**src/hdl/sha256_hash_engine_core_defines.svh**
```systemverilog
// Assertion macros for the SHA-256 engine.
`ifndef SHA256_HASH_ENGINE_CORE_DEFINES_SVH
`define SHA256_HASH_ENGINE_CORE_DEFINES_SVH
`ifndef SYNTHESIS
`define SHA_ASSERT(lbl, clk, rst_n, prop) \
  lbl: assert property (@(posedge clk) disable iff (!rst_n) prop) else $error("sha256 check failed");
`define SHA_ASSERT_RST(lbl, clk, prop) \
  lbl: assert property (@(posedge clk) prop) else $error("sha256 reset check failed");
`else
`define SHA_ASSERT(lbl, clk, rst_n, prop)
`define SHA_ASSERT_RST(lbl, clk, prop)
`endif
`endif

```
**src/hdl/sha256_pkg.sv**
```systemverilog
`timescale 1ns / 1ps
`default_nettype none
package sha256_pkg;

  typedef struct packed {
    logic start;   // load working regs from hash state
    logic run;     // perform one round
    logic fold;    // add working regs into hash state
    logic reinit;  // restore initial hash values
  } rnd_ctrl_t;

  function automatic logic [31:0] round_k(input logic [5:0] i);
    logic [31:0] k;
    case (i)
      6'd0: k = 32'h428a2f98; 6'd1: k = 32'h71374491; 6'd2: k = 32'hb5c0fbcf;
      6'd3: k = 32'he9b5dba5; 6'd4: k = 32'h3956c25b; 6'd5: k = 32'h59f111f1;
      6'd6: k = 32'h923f82a4; 6'd7: k = 32'hab1c5ed5; 6'd8: k = 32'hd807aa98;
      6'd9: k = 32'h12835b01; 6'd10: k = 32'h243185be; 6'd11: k = 32'h550c7dc3;
      6'd12: k = 32'h72be5d74; 6'd13: k = 32'h80deb1fe; 6'd14: k = 32'h9bdc06a7;
      6'd15: k = 32'hc19bf174; 6'd16: k = 32'he49b69c1; 6'd17: k = 32'hefbe4786;
      6'd18: k = 32'h0fc19dc6; 6'd19: k = 32'h240ca1cc; 6'd20: k = 32'h2de92c6f;
      6'd21: k = 32'h4a7484aa; 6'd22: k = 32'h5cb0a9dc; 6'd23: k = 32'h76f988da;
      6'd24: k = 32'h983e5152; 6'd25: k = 32'ha831c66d; 6'd26: k = 32'hb00327c8;
      6'd27: k = 32'hbf597fc7; 6'd28: k = 32'hc6e00bf3; 6'd29: k = 32'hd5a79147;
      6'd30: k = 32'h06ca6351; 6'd31: k = 32'h14292967; 6'd32: k = 32'h27b70a85;
      6'd33: k = 32'h2e1b2138; 6'd34: k = 32'h4d2c6dfc; 6'd35: k = 32'h53380d13;
      6'd36: k = 32'h650a7354; 6'd37: k = 32'h766a0abb; 6'd38: k = 32'h81c2c92e;
      6'd39: k = 32'h92722c85; 6'd40: k = 32'ha2bfe8a1; 6'd41: k = 32'ha81a664b;
      6'd42: k = 32'hc24b8b70; 6'd43: k = 32'hc76c51a3; 6'd44: k = 32'hd192e819;
      6'd45: k = 32'hd6990624; 6'd46: k = 32'hf40e3585; 6'd47: k = 32'h106aa070;
      6'd48: k = 32'h19a4c116; 6'd49: k = 32'h1e376c08; 6'd50: k = 32'h2748774c;
      6'd51: k = 32'h34b0bcb5; 6'd52: k = 32'h391c0cb3; 6'd53: k = 32'h4ed8aa4a;
      6'd54: k = 32'h5b9cca4f; 6'd55: k = 32'h682e6ff3; 6'd56: k = 32'h748f82ee;
      6'd57: k = 32'h78a5636f; 6'd58: k = 32'h84c87814; 6'd59: k = 32'h8cc70208;
      6'd60: k = 32'h90befffa; 6'd61: k = 32'ha4506ceb; 6'd62: k = 32'hbef9a3f7;
      default: k = 32'hc67178f2;
    endcase
    return k;
  endfunction

  function automatic logic [31:0] init_hash(input logic [2:0] i);
    logic [31:0] h;
    case (i)
      3'd0: h = 32'h6a09e667; 3'd1: h = 32'hbb67ae85;
      3'd2: h = 32'h3c6ef372; 3'd3: h = 32'ha54ff53a;
      3'd4: h = 32'h510e527f; 3'd5: h = 32'h9b05688c;
      3'd6: h = 32'h1f83d9ab; default: h = 32'h5be0cd19;
    endcase
    return h;
  endfunction

  function automatic logic [31:0] rotr(input logic [31:0] x, input int n);
    return (x >> n) | (x << (32 - n));
  endfunction

endpackage
`default_nettype wire

```
**src/hdl/sha256_sched.sv**
```systemverilog
`timescale 1ns / 1ps
`default_nettype none
// 16-entry rolling message schedule; one word loaded or expanded per cycle.
module sha256_sched (
  input  wire logic        clk_i,
  input  wire logic        load_i,
  input  wire logic [3:0]  load_idx_i,
  input  wire logic [31:0] load_word_i,
  input  wire logic        step_i,
  input  wire logic [5:0]  round_i,
  output logic [31:0]      wt_o
);
  import sha256_pkg::*;

  logic [31:0] win_q [16];
  logic [3:0]  r0, r15, r2, r7;
  logic [31:0] w15, w2, sg0, sg1, wexp;

  always_comb begin
    r0   = round_i[3:0];
    r15  = r0 + 4'd1;
    r2   = r0 + 4'd14;
    r7   = r0 + 4'd9;
    w15  = win_q[r15];
    w2   = win_q[r2];
    sg0  = rotr(w15, 7) ^ rotr(w15, 18) ^ (w15 >> 3);
    sg1  = rotr(w2, 17) ^ rotr(w2, 19) ^ (w2 >> 10);
    wexp = win_q[r0] + sg0 + win_q[r7] + sg1;
    wt_o = (round_i < 6'd16) ? win_q[r0] : wexp;
  end

  always_ff @(posedge clk_i) begin
    if (load_i) begin
      win_q[load_idx_i] <= load_word_i;
    end else if (step_i && round_i >= 6'd16) begin
      win_q[r0] <= wexp;
    end
  end
endmodule
`default_nettype wire

```
**src/hdl/sha256_round.sv**
```systemverilog
`timescale 1ns / 1ps
`default_nettype none
// Shared round datapath: working regs a..h and the eight hash words.
module sha256_round (
  input  wire logic                  clk_i,
  input  wire logic                  rst_ni,
  input  sha256_pkg::rnd_ctrl_t      ctrl_i,
  input  wire logic [5:0]            round_i,
  input  wire logic [31:0]           wt_i,
  input  wire logic [2:0]            rd_idx_i,
  output logic [31:0]                hash_o
);
  import sha256_pkg::*;

  logic [31:0] wr_q [8];
  logic [31:0] hw_q [8];
  logic [31:0] s1, ch, t1, s0, mj;

  always_comb begin
    s1 = rotr(wr_q[4], 6) ^ rotr(wr_q[4], 11) ^ rotr(wr_q[4], 25);
    ch = (wr_q[4] & wr_q[5]) ^ (~wr_q[4] & wr_q[6]);
    t1 = wr_q[7] + s1 + ch + round_k(round_i) + wt_i;
    s0 = rotr(wr_q[0], 2) ^ rotr(wr_q[0], 13) ^ rotr(wr_q[0], 22);
    mj = (wr_q[0] & wr_q[1]) ^ (wr_q[0] & wr_q[2]) ^ (wr_q[1] & wr_q[2]);
    hash_o = hw_q[rd_idx_i];
  end

  always_ff @(posedge clk_i or negedge rst_ni) begin
    if (!rst_ni) begin
      for (int i = 0; i < 8; i++) begin
        wr_q[i] <= '0;
        hw_q[i] <= init_hash(3'(i));
      end
    end else if (ctrl_i.reinit) begin
      for (int i = 0; i < 8; i++) hw_q[i] <= init_hash(3'(i));
    end else if (ctrl_i.start) begin
      for (int i = 0; i < 8; i++) wr_q[i] <= hw_q[i];
    end else if (ctrl_i.run) begin
      wr_q[7] <= wr_q[6];
      wr_q[6] <= wr_q[5];
      wr_q[5] <= wr_q[4];
      wr_q[4] <= wr_q[3] + t1;
      wr_q[3] <= wr_q[2];
      wr_q[2] <= wr_q[1];
      wr_q[1] <= wr_q[0];
      wr_q[0] <= t1 + s0 + mj;
    end else if (ctrl_i.fold) begin
      for (int i = 0; i < 8; i++) hw_q[i] <= hw_q[i] + wr_q[i];
    end
  end
endmodule
`default_nettype wire

```
**src/hdl/sha256_hash_engine_core.sv**
```systemverilog
`timescale 1ns / 1ps
`default_nettype none
// SHA-256 engine. Message words arrive big-endian, one per input beat; the
// beat with last_i high ends the message and valid_bytes_i gives its byte
// count (values above 4 count as 4). A non-last word is taken in its beat;
// a word that completes a 16-word block is followed by a load, 64 rounds on
// the one shared round unit and a fold, and no word is taken meanwhile. The
// last word runs padding (one pad word per cycle outside rounds, up to two
// blocks), then eight digest beats, index 0 first, final_res_o on index 7.
// The input stalls throughout. The hash state restarts for the next message.
`include "sha256_hash_engine_core_defines.svh"
module sha256_hash_engine_core (
  input  wire logic        clk_i,
  input  wire logic        rst_ni,
  input  wire logic        valid_i,
  output logic             stall_o,
  input  wire logic [31:0] data_word_i,
  input  wire logic [2:0]  valid_bytes_i,
  input  wire logic        last_i,
  output logic             valid_o,
  input  wire logic        stall_i,
  output logic [31:0]      digest_word_o,
  output logic [2:0]       word_index_o,
  output logic             final_res_o
);
  import sha256_pkg::*;

  localparam logic [2:0] ST_IDLE = 3'd0;
  localparam logic [2:0] ST_START = 3'd1;
  localparam logic [2:0] ST_ROUND = 3'd2;
  localparam logic [2:0] ST_FOLD = 3'd3;
  localparam logic [2:0] ST_PAD = 3'd4;
  localparam logic [2:0] ST_OUT = 3'd5;

  logic [2:0]  state_q, state_d;
  logic [3:0]  wib_q, wib_d;        // words in block
  logic [63:0] bytes_q, bytes_d;
  logic [5:0]  round_q, round_d;
  logic        padding_q, padding_d; // in the padding tail of a message
  logic        tail80_q, tail80_d;   // 0x80 word still owed (full last word)
  logic [2:0]  oidx_q, oidx_d;
  logic        bits_done_q, bits_done_d; // high length word is in this block
  logic        load;
  logic [31:0] load_word, wt, hash, keep;
  logic [63:0] bits;
  logic [2:0]  nb;
  rnd_ctrl_t   ctrl;

  sha256_sched u_sched (
    .clk_i, .load_i(load), .load_idx_i(wib_q), .load_word_i(load_word),
    .step_i(ctrl.run), .round_i(round_q), .wt_o(wt)
  );

  sha256_round u_round (
    .clk_i, .rst_ni, .ctrl_i(ctrl), .round_i(round_q), .wt_i(wt),
    .rd_idx_i(oidx_q), .hash_o(hash)
  );

  assign stall_o       = (state_q != ST_IDLE);
  assign valid_o       = (state_q == ST_OUT);
  assign digest_word_o = hash;
  assign word_index_o  = oidx_q;
  assign final_res_o   = (oidx_q == 3'd7);

  always_comb begin
    nb   = (valid_bytes_i > 3'd4) ? 3'd4 : valid_bytes_i;
    keep = (nb == 3'd0) ? 32'h0 : (32'hffffffff << (6'd32 - {nb, 3'b000}));
    bits = {bytes_q[60:0], 3'b000};
    state_d = state_q; wib_d = wib_q; bytes_d = bytes_q; round_d = round_q;
    padding_d = padding_q; tail80_d = tail80_q; oidx_d = oidx_q;
    load = 1'b0; load_word = '0; ctrl = '0;
    unique case (state_q)
      ST_IDLE: begin
        if (valid_i) begin
          load = 1'b1;
          wib_d = wib_q + 4'd1;
          if (!last_i) begin
            load_word = data_word_i;
            bytes_d = bytes_q + 64'd4;
          end else begin
            bytes_d = bytes_q + 64'(nb);
            padding_d = 1'b1;
            if (nb == 3'd4) begin
              load_word = data_word_i;
              tail80_d = 1'b1;
            end else begin
              load_word = (data_word_i & keep) | (32'h80000000 >> {nb, 3'b000});
            end
          end
          if (wib_q == 4'd15) state_d = ST_START;
          else if (last_i) state_d = ST_PAD;
        end
      end
      ST_PAD: begin
        load = 1'b1;
        wib_d = wib_q + 4'd1;
        if (tail80_q) begin
          load_word = 32'h80000000;
          tail80_d = 1'b0;
        end else if (wib_q == 4'd14) begin
          load_word = bits[63:32];
        end else if (wib_q == 4'd15 && bits_done_q) begin
          load_word = bits[31:0];
        end else begin
          // slot 15 stays zero when the length has to go in the next block
          load_word = '0;
        end
        if (wib_q == 4'd15) state_d = ST_START;
      end
      ST_START: begin
        ctrl.start = 1'b1;
        round_d = '0;
        state_d = ST_ROUND;
      end
      ST_ROUND: begin
        ctrl.run = 1'b1;
        round_d = round_q + 6'd1;
        if (round_q == 6'd63) state_d = ST_FOLD;
      end
      ST_FOLD: begin
        ctrl.fold = 1'b1;
        round_d = '0;
        // length words sit in slots 14/15 only when the tail is done
        if (padding_q && !tail80_q && bits_done_q) begin
          state_d = ST_OUT;
          oidx_d = '0;
        end else if (padding_q) begin
          state_d = ST_PAD;
        end else begin
          state_d = ST_IDLE;
        end
      end
      ST_OUT: begin
        if (!stall_i) begin
          oidx_d = oidx_q + 3'd1;
          if (oidx_q == 3'd7) begin
            ctrl.reinit = 1'b1;
            state_d = ST_IDLE;
            bytes_d = '0;
            padding_d = 1'b0;
            wib_d = '0;
          end
        end
      end
      default: state_d = ST_IDLE;
    endcase
  end

  // Set when the high length word was loaded into the block being filled.
  always_comb begin
    bits_done_d = bits_done_q;
    if (state_q == ST_PAD && !tail80_q && wib_q == 4'd14) bits_done_d = 1'b1;
    else if (state_q == ST_IDLE) bits_done_d = 1'b0;
  end

  always_ff @(posedge clk_i or negedge rst_ni) begin
    if (!rst_ni) begin
      state_q <= ST_IDLE;
      wib_q <= '0;
      bytes_q <= '0;
      round_q <= '0;
      padding_q <= 1'b0;
      tail80_q <= 1'b0;
      oidx_q <= '0;
      bits_done_q <= 1'b0;
    end else begin
      state_q <= state_d;
      wib_q <= wib_d;
      bytes_q <= bytes_d;
      round_q <= round_d;
      padding_q <= padding_d;
      tail80_q <= tail80_d;
      oidx_q <= oidx_d;
      bits_done_q <= bits_done_d;
    end
  end

  `SHA_ASSERT(a_no_out_idle, clk_i, rst_ni, valid_o |-> stall_o)
  `SHA_ASSERT(a_round_wrap, clk_i, rst_ni, (state_q == ST_ROUND && round_q == 6'd63) |=> state_q == ST_FOLD)
  `SHA_ASSERT(a_out_done, clk_i, rst_ni, (valid_o && !stall_i && final_res_o) |=> !valid_o && wib_q == 4'd0)
  `SHA_ASSERT_RST(a_rst_idle, clk_i, !rst_ni |=> !valid_o)
endmodule
`default_nettype wire
```
**config.mk**
```make
export PLATFORM = sky130hd
export DESIGN_NAME = sha256_hash_engine_core
export DESIGN_NICKNAME = d
export VERILOG_FILES = /design/src/hdl/sha256_pkg.sv /design/src/hdl/sha256_sched.sv /design/src/hdl/sha256_round.sv /design/src/hdl/sha256_hash_engine_core.sv
export VERILOG_INCLUDE_DIRS = /design/src /design/src/hdl
export SDC_FILE = /design/constraint.sdc
export NUM_CORES = 2
export LEC_CHECK = 0
export ABC_AREA = 1
export BUFFER_PORTS_ARGS = -buffer_cell sky130_fd_sc_hd__buf_2
export CORE_MARGIN = 4
export CORE_UTILIZATION = 36
export CTS_BUF_LIST = sky130_fd_sc_hd__clkbuf_8
export DETAILED_ROUTE_END_ITERATION = 6
export PLACE_DENSITY = 0.59
export SYNTH_ARGS = -nofsm -noshare
export SYNTH_HDL_FRONTEND = slang
export SYNTH_SLANG_ARGS = --single-unit
```
**constraint.sdc**
```tcl
create_clock -name clk_i -period 23 [get_ports clk_i]
set_clock_uncertainty 0.15 [all_clocks]
set_input_delay 4.6 -clock clk_i [delete_from_list [all_inputs] [get_ports clk_i]]
set_output_delay 4.6 -clock clk_i [all_outputs]
set_load 0.05 [all_outputs]
```
---- After elaboration in Yosys (flattened, before gate mapping) ----
Memories as Yosys holds them, arrays and structs flattened.
Cells that the tools add are included.
cells by class
  add/sub/neg operators ................... 27
  order comparisons ....................... 4
  equality and inequality tests ........... 21
  shift-type cells ........................ 2
  multiplexer cells ....................... 69
  bitwise gates (word level) .............. 31
  reductions and logical operators ........ 28
operators by type and width
  kind                                                              count
  256-bit two-way mux                                               6
  32-bit adder                                                      18
  32-bit two-way mux                                                11
  32-bit bitwise XOR                                                9
  64-bit two-way mux                                                4
  32-bit bitwise AND                                                6
  64-bit case mux with 2 select lines                               1
  32-bit binary-select mux with 3-bit select                        1
  64-bit by 3-bit adder with 64-bit output                          1
  64-bit by 3-bit adder with 64-bit output (second input constant)  1
  32-bit case mux with 2 select lines                               1
  3-bit two-way mux                                                 12
  32-bit NOT                                                        1
  10-bit by 32-bit OR with 32-bit output                            1
  13-bit by 32-bit OR with 32-bit output                            1
  14-bit by 32-bit OR with 32-bit output                            1
  15-bit by 32-bit OR with 32-bit output                            1
  19-bit by 32-bit OR with 32-bit output                            1
  21-bit by 32-bit OR with 32-bit output                            1
  25-bit by 32-bit OR with 32-bit output                            1
  26-bit by 32-bit OR with 32-bit output                            1
  30-bit by 32-bit OR with 32-bit output                            1
  32-bit OR                                                         1
  7-bit by 32-bit OR with 32-bit output                             1
  other kinds (42)                                                  99
storage, ports and cells
  bits in registers ....................... 595
  RAM bits ................................ 512
  bits in read-only memories .............. 2048
  input port bits ......................... 40
  output and inout bits ................... 38
  logic and storage cells ................. 208
  memories ................................ 2
memory list
  name             depth  bits a word  read ports  clocked after Yosys merged registers in  write ports  line                source
  (no name shown)  64     32           1           0                                        0            sha256_pkg.sv:14    case (i)
  u_sched.win_q    16     32           4           0                                        1            sha256_sched.sv:15  logic [31:0] win_q [16];

---- Depth between registers and ports, before layout ----
An unclocked memory read counts as a cell.
  depth after elaboration ................. 14
  mapped depth ............................ 66
  mapped depth without buffers ............ 57

---- Modules after synthesis ----
From an unflattened synthesis, not the netlist that was laid out.
second synthesis, totals
  cell total of the unflattened synthesis .. 12207
  area, all modules ....................... 90850.9 sq um
by module, submodules not included
  module                   times used  cells an instance  area each (sq um)  sequential area each (sq um)
  sha256_round             1           7379               50963.9            12982.5
  sha256_sched             1           3848               33608.5            15374.7
  sha256_hash_engine_core  1           980                6278.5             2001.9

---- Worst setup path after synthesis ----
No wires, ideal clock.
  path kind ............................... reg-to-reg
  start point ............................. register round_q[1]
  end point ............................... register u_round.wr_q[255] (netlist name)
  setup time .............................. 0.116 ns
  arrival ................................. 10.630 ns
  data required time ...................... 22.734 ns
  setup slack ............................. 12.103 ns
  stages on the path, launching flop included .. 57
  buffers on the path ..................... 7
  period minus slack after synthesis ...... 10.897 ns
  cell sequence ........................... dfrtp_1 inv_1 buf_2 buf_2 buf_1 buf_1 ha_1 inv_1 ha_1 clkbuf_1 inv_1 clkbuf_1 buf_1 a31oi_2 xnor2_1 xnor2_1 inv_1 fa_1 [... 21 more ...] o21ai_1 nand3_1 nand2_1 xor2_1 fa_1 ha_1 inv_1 nor3_1 nor3b_1 a221oi_1 nand2_1 or2_2 nand2_1 inv_1 nand2_1 nand3_1 nand2_1 nand2_1
between the ends
  longest elaborated chain between the ends .. 14
  elaborated cells on any way between the ends .. 24
  classes of those cells .................. add/sub: 10; order compare: 1; mux: 3; bitwise: 8; memory: 2
ends and longest elaborated chain
  what                                                                                              line                            source
  start, declared                                                                                   sha256_hash_engine_core.sv:38   logic [5:0] round_q, round_d;
  start signal, assigned                                                                            sha256_hash_engine_core.sv:170  round_q <= round_d;
  4-bit by 1-bit adder with 4-bit output                                                            sha256_sched.sv:21              r15 = r0 + 4'd1;
  memory read 16 x 32 bit                                                                           n/a
  25-bit by 32-bit OR with 32-bit output or 14-bit by 32-bit OR with 32-bit output (tied branches)  sha256_pkg.sv:53                return (x >> n) | (x << (32 - n));
  32-bit bitwise XOR                                                                                sha256_sched.sv:26              sg0 = rotr(w15, 7) ^ rotr(w15, 18) ^ (w15 >> 3);
  32-bit by 29-bit bitwise XOR with 32-bit output                                                   sha256_sched.sv:26
  32-bit adder (3 in series)                                                                        sha256_sched.sv:28              wexp = win_q[r0] + sg0 + win_q[r7] + sg1;
  32-bit two-way mux                                                                                sha256_sched.sv:29              wt_o = (round_i < 6'd16) ? win_q[r0] : wexp;
  32-bit adder (*)                                                                                  sha256_round.sv:22              t1 = wr_q[7] + s1 + ch + round_k(round_i) + wt_i;
  32-bit adder (*) (2 in series)                                                                    sha256_round.sv:46              wr_q[0] <= t1 + s0 + mj;
  256-bit two-way mux (*)                                                                           sha256_round.sv:38              end else if (ctrl_i.run) begin
  256-bit two-way mux (*)                                                                           sha256_round.sv:36              end else if (ctrl_i.start) begin
  end, declared                                                                                     sha256_round.sv:15              logic [31:0] wr_q [8];
Every way passes the cells marked *; elsewhere a longest branch is shown, timed or not. The select of a mux whose other input is x is not followed.
A chain may end at the register's enable or synchronous reset.

---- Final worst setup path ----
  start point ............................. register round_q[0]
  end point ............................... register u_round.wr_q[253] (netlist name)
Same word-level chain as after synthesis.

==> metrics <==
outcome finished, violations left; violations in the final reports DRC; Yosys warning total 0; layout net count 11700; Detailed Route Iter0 Violations 10600; critical-path cell with the highest stage delay sky130_fd_sc_hd__buf_4; number of routed nets with antenna violations 0; endpoint kind of the worst setup timing path flop; global-route total usage across every layer 31.1%; minimum clock period after layout 13.37 ns; Finished Core Util 39.4%; synthesized instance count 11200; net count after synthesis 11800; Layout area overhead 9.03%; post-cts resize count 0; Root Buffer Master sky130_fd_sc_hd__clkbuf_8; number of sinks on the clock net 1104; Max Slew Vio Count 0; Overflow after GRT 0; final instance count without filler cells 14400; Period Utilization, post-route 58.1%; first-pass GRT wire length 564 mm; slew at the pin closest to its max-slew limit 1.27 ns; CTS hold repair buffers 0; CP Data Arrival Time 14.07 ns; number of antenna violations at the first check in global routing 21; count of flip-flops with a built-in enable after synthesis 512; aggregate negative setup slack 0 ns; Filler cells 24600; synthesized area per cell 7.70 µm²; Crit path top cell by count sky130_fd_sc_hd__nand2_1; row count 179; category of the critical setup timing path flop to flop; post-synthesis instance area 86000 µm²; sequential element share of the synthesized area 35.3%; total half-perimeter wirelength after legalization and detailed placement 291 mm; CP Launch Type flop; placed insts 14000; clock tree from TritonCTS yes; Setup violations, final 0; initial core utilization 36.2%; per-cell routed wire length 27.4 µm; Yosys cell types 85; worst setup path start round_q[0]; flop and latch count out of synthesis 1104; count of final hold-check violations 0; fmax 74.8 MHz; fraction of registers with async set or reset after synthesis 53.6%; largest cells by area after synthesis sky130_fd_sc_hd__edfxtp_1 18%, sky130_fd_sc_hd__dfrtp_1 13%, sky130_fd_sc_hd__nand2_1 9.5%, sky130_fd_sc_hd__o21ai_0 8.4%, sky130_fd_sc_hd__ha_1 6.0%; top cell type by total area after synthesis sky130_fd_sc_hd__edfxtp_1; GPL Wtd Cong 1.02; router iterations before antenna repair 7; CP max FO 107; CTS HTree Levels 4; total core area 238000 µm²; pin count of the biggest net entering global routing 246; number of port buffers 77; Die Y 497 µm; Clock transition at path regs 0.06 ns; Relative slew margins 14.3%; DIE AREA 247000 µm²; required time at the endpoint of the critical path 23.71 ns; fraction of layout instances using a drive strength above 1 7.84%; RSZ-0062 raised after global routing false; clock insertion delay at the later pin of the skew report 1.05 ns; Detailed Route WL 396 mm; CTS buffer count 208; total via count after detailed routing 84300; die width 497 µm; detailed-route vias per instance 5.85; setup bufs post-CTS 0; most frequent cells after synthesis 2167 x sky130_fd_sc_hd__nand2_1, 1440 x sky130_fd_sc_hd__o21ai_0, 1317 x sky130_fd_sc_hd__inv_1, 875 x sky130_fd_sc_hd__a21oi_1, 802 x sky130_fd_sc_hd__nor2_1; worst hold start bytes_q[24]; max_cap viols 0; count of pins on the block boundary 78; residual DRC count 5; Yosys top cell area share 17.9%; path category of the worst min-delay check flop to flop; top flip-flop cell by instance count after synthesis sky130_fd_sc_hd__edfxtp_1; Max Buffers Root-to-Sink 3; max incr delay on CP 0.90 ns; startpoint of the most critical register-to-register path round_q[0]; number of global-route vias before repair 80100; most common cell in the netlist sky130_fd_sc_hd__nand2_1
## state kept, by name, indices dropped and copies added, names as in the netlist
| register | count |
|---|---|
| bits_done_q | 1 |
| wib_q | 4 |
| u_round.hw_q | 256 |
| padding_q | 1 |
| round_q | 6 |
| word_index_o | 3 |
| tail80_q | 1 |
| u_round.wr_q | 256 |
| bytes_q | 61 |
| state_q | 3 |
| u_sched.win_q | 512 |
## worst paths after layout
path,endpoint,slack [ns],depth (start not counted)
max,u_round.wr_q[253],9.63,47
min,bytes_q[24],0.35,1
max reg2reg,u_round.wr_q[253],9.63,47
min reg2reg,bytes_q[24],0.35,1
max in group asynchronous,u_round.wr_q[114],15.61,5
min in group asynchronous,u_round.hw_q[236],3.47,1
## logic make-up after synthesis
| group | after synthesis | share of synthesized area [%] |
|---|---|---|
| and+or+nand+nor | 3648 | 17.3 |
| DFF | 1104 | 35.3 |
| buffers and inverters | 1905 | 8.89 |
| muxes | 105 | 1.38 |
| xor gates and xnor gates | 440 | 4.48 |
| adders and majority gates | 617 | 10.7 |
| AOI/OAI and AO/OA | 3347 | 22.0 |
## per-stage QoR
stage          hold slack (ns)  instance area [µm²]  worst slack (ns)
2_1_floorplan            0.305                86000             12.10
3_5_place_dp             0.350                89400              9.86
4_1_cts                  0.359                93700              9.88
5_1_grt                  0.392                93700              8.73
3_3_place_gp             0.345                89400              9.75
6_report                 0.351                93700              9.63
## area by class of cell
| type | instances | area (µm²) | area share, % |
|---|---|---|---|
| clock inverter | 158 | 1130 | 1.20 |
| timing repair buffer | 245 | 1740 | 1.86 |
| antenna | 7 | 17.5 | 0.0187 |
| inverter | 1342 | 5070 | 5.41 |
| multi-input combinational | 8157 | 48200 | 51.4 |
| tap | 3167 | 3960 | 4.23 |
| sequential | 1104 | 30400 | 32.4 |
| clock buffer | 234 | 3220 | 3.44 |
## cells in the final DEF, fill, tap and decap left out, types with 30 or more instances in the layout
cell type,n
sky130_fd_sc_hd__a21oi_1,875
sky130_fd_sc_hd__a31oi_1,133
sky130_fd_sc_hd__buf_2,76
sky130_fd_sc_hd__buf_4,161
sky130_fd_sc_hd__clkbuf_8,234
sky130_fd_sc_hd__clkinv_1,31
sky130_fd_sc_hd__clkinv_2,47
sky130_fd_sc_hd__dfrtp_1,451
sky130_fd_sc_hd__dfstp_2,136
sky130_fd_sc_hd__edfxtp_1,512
sky130_fd_sc_hd__fa_1,196
sky130_fd_sc_hd__ha_1,409
sky130_fd_sc_hd__inv_1,1365
sky130_fd_sc_hd__mux2i_1,94
sky130_fd_sc_hd__nand2_1,2164
sky130_fd_sc_hd__nand3_1,398
sky130_fd_sc_hd__nand4_1,59
sky130_fd_sc_hd__nor2_1,780
sky130_fd_sc_hd__nor3_1,106
sky130_fd_sc_hd__nor4_1,40
sky130_fd_sc_hd__o211ai_1,131
sky130_fd_sc_hd__o21a_1,30
sky130_fd_sc_hd__o21ai_0,1437
sky130_fd_sc_hd__o21ai_1,178
sky130_fd_sc_hd__o21bai_1,32
sky130_fd_sc_hd__o221ai_1,47
sky130_fd_sc_hd__o22ai_1,205
sky130_fd_sc_hd__o31ai_1,32
sky130_fd_sc_hd__xnor2_1,186
sky130_fd_sc_hd__xor2_1,254
## layer usage
| layer | wire length (µm) | track usage, % | up-vias |
|---|---|---|---|
| met5 | 88 | 0 | - |
| met4 | 18100 | 12.6 | 14 |
| met3 | 39600 | 6.91 | 838 |
| met2 | 170000 | 47.1 | 4496 |
| met1 | 168000 | 43.1 | 41000 |
| li1 | - | - | 37900 |
## critical path, delay by kind of cell, from the launching register on
kind	cells	cell delay [ns]
adder cells (fa/ha/maj)	7	2.85
buffers and inverters	5	2.67
XOR/XNOR	5	1.28
multiplexers	1	0.36
AND/OR/NAND/NOR	15	1.78
flip-flops	1	0.71
AO/OA/AOI/OAI	14	3.23
Power is left out: the tool's default activity adds up to more than one toggle a clock period on the data nets, which glitch-free logic cannot reach.
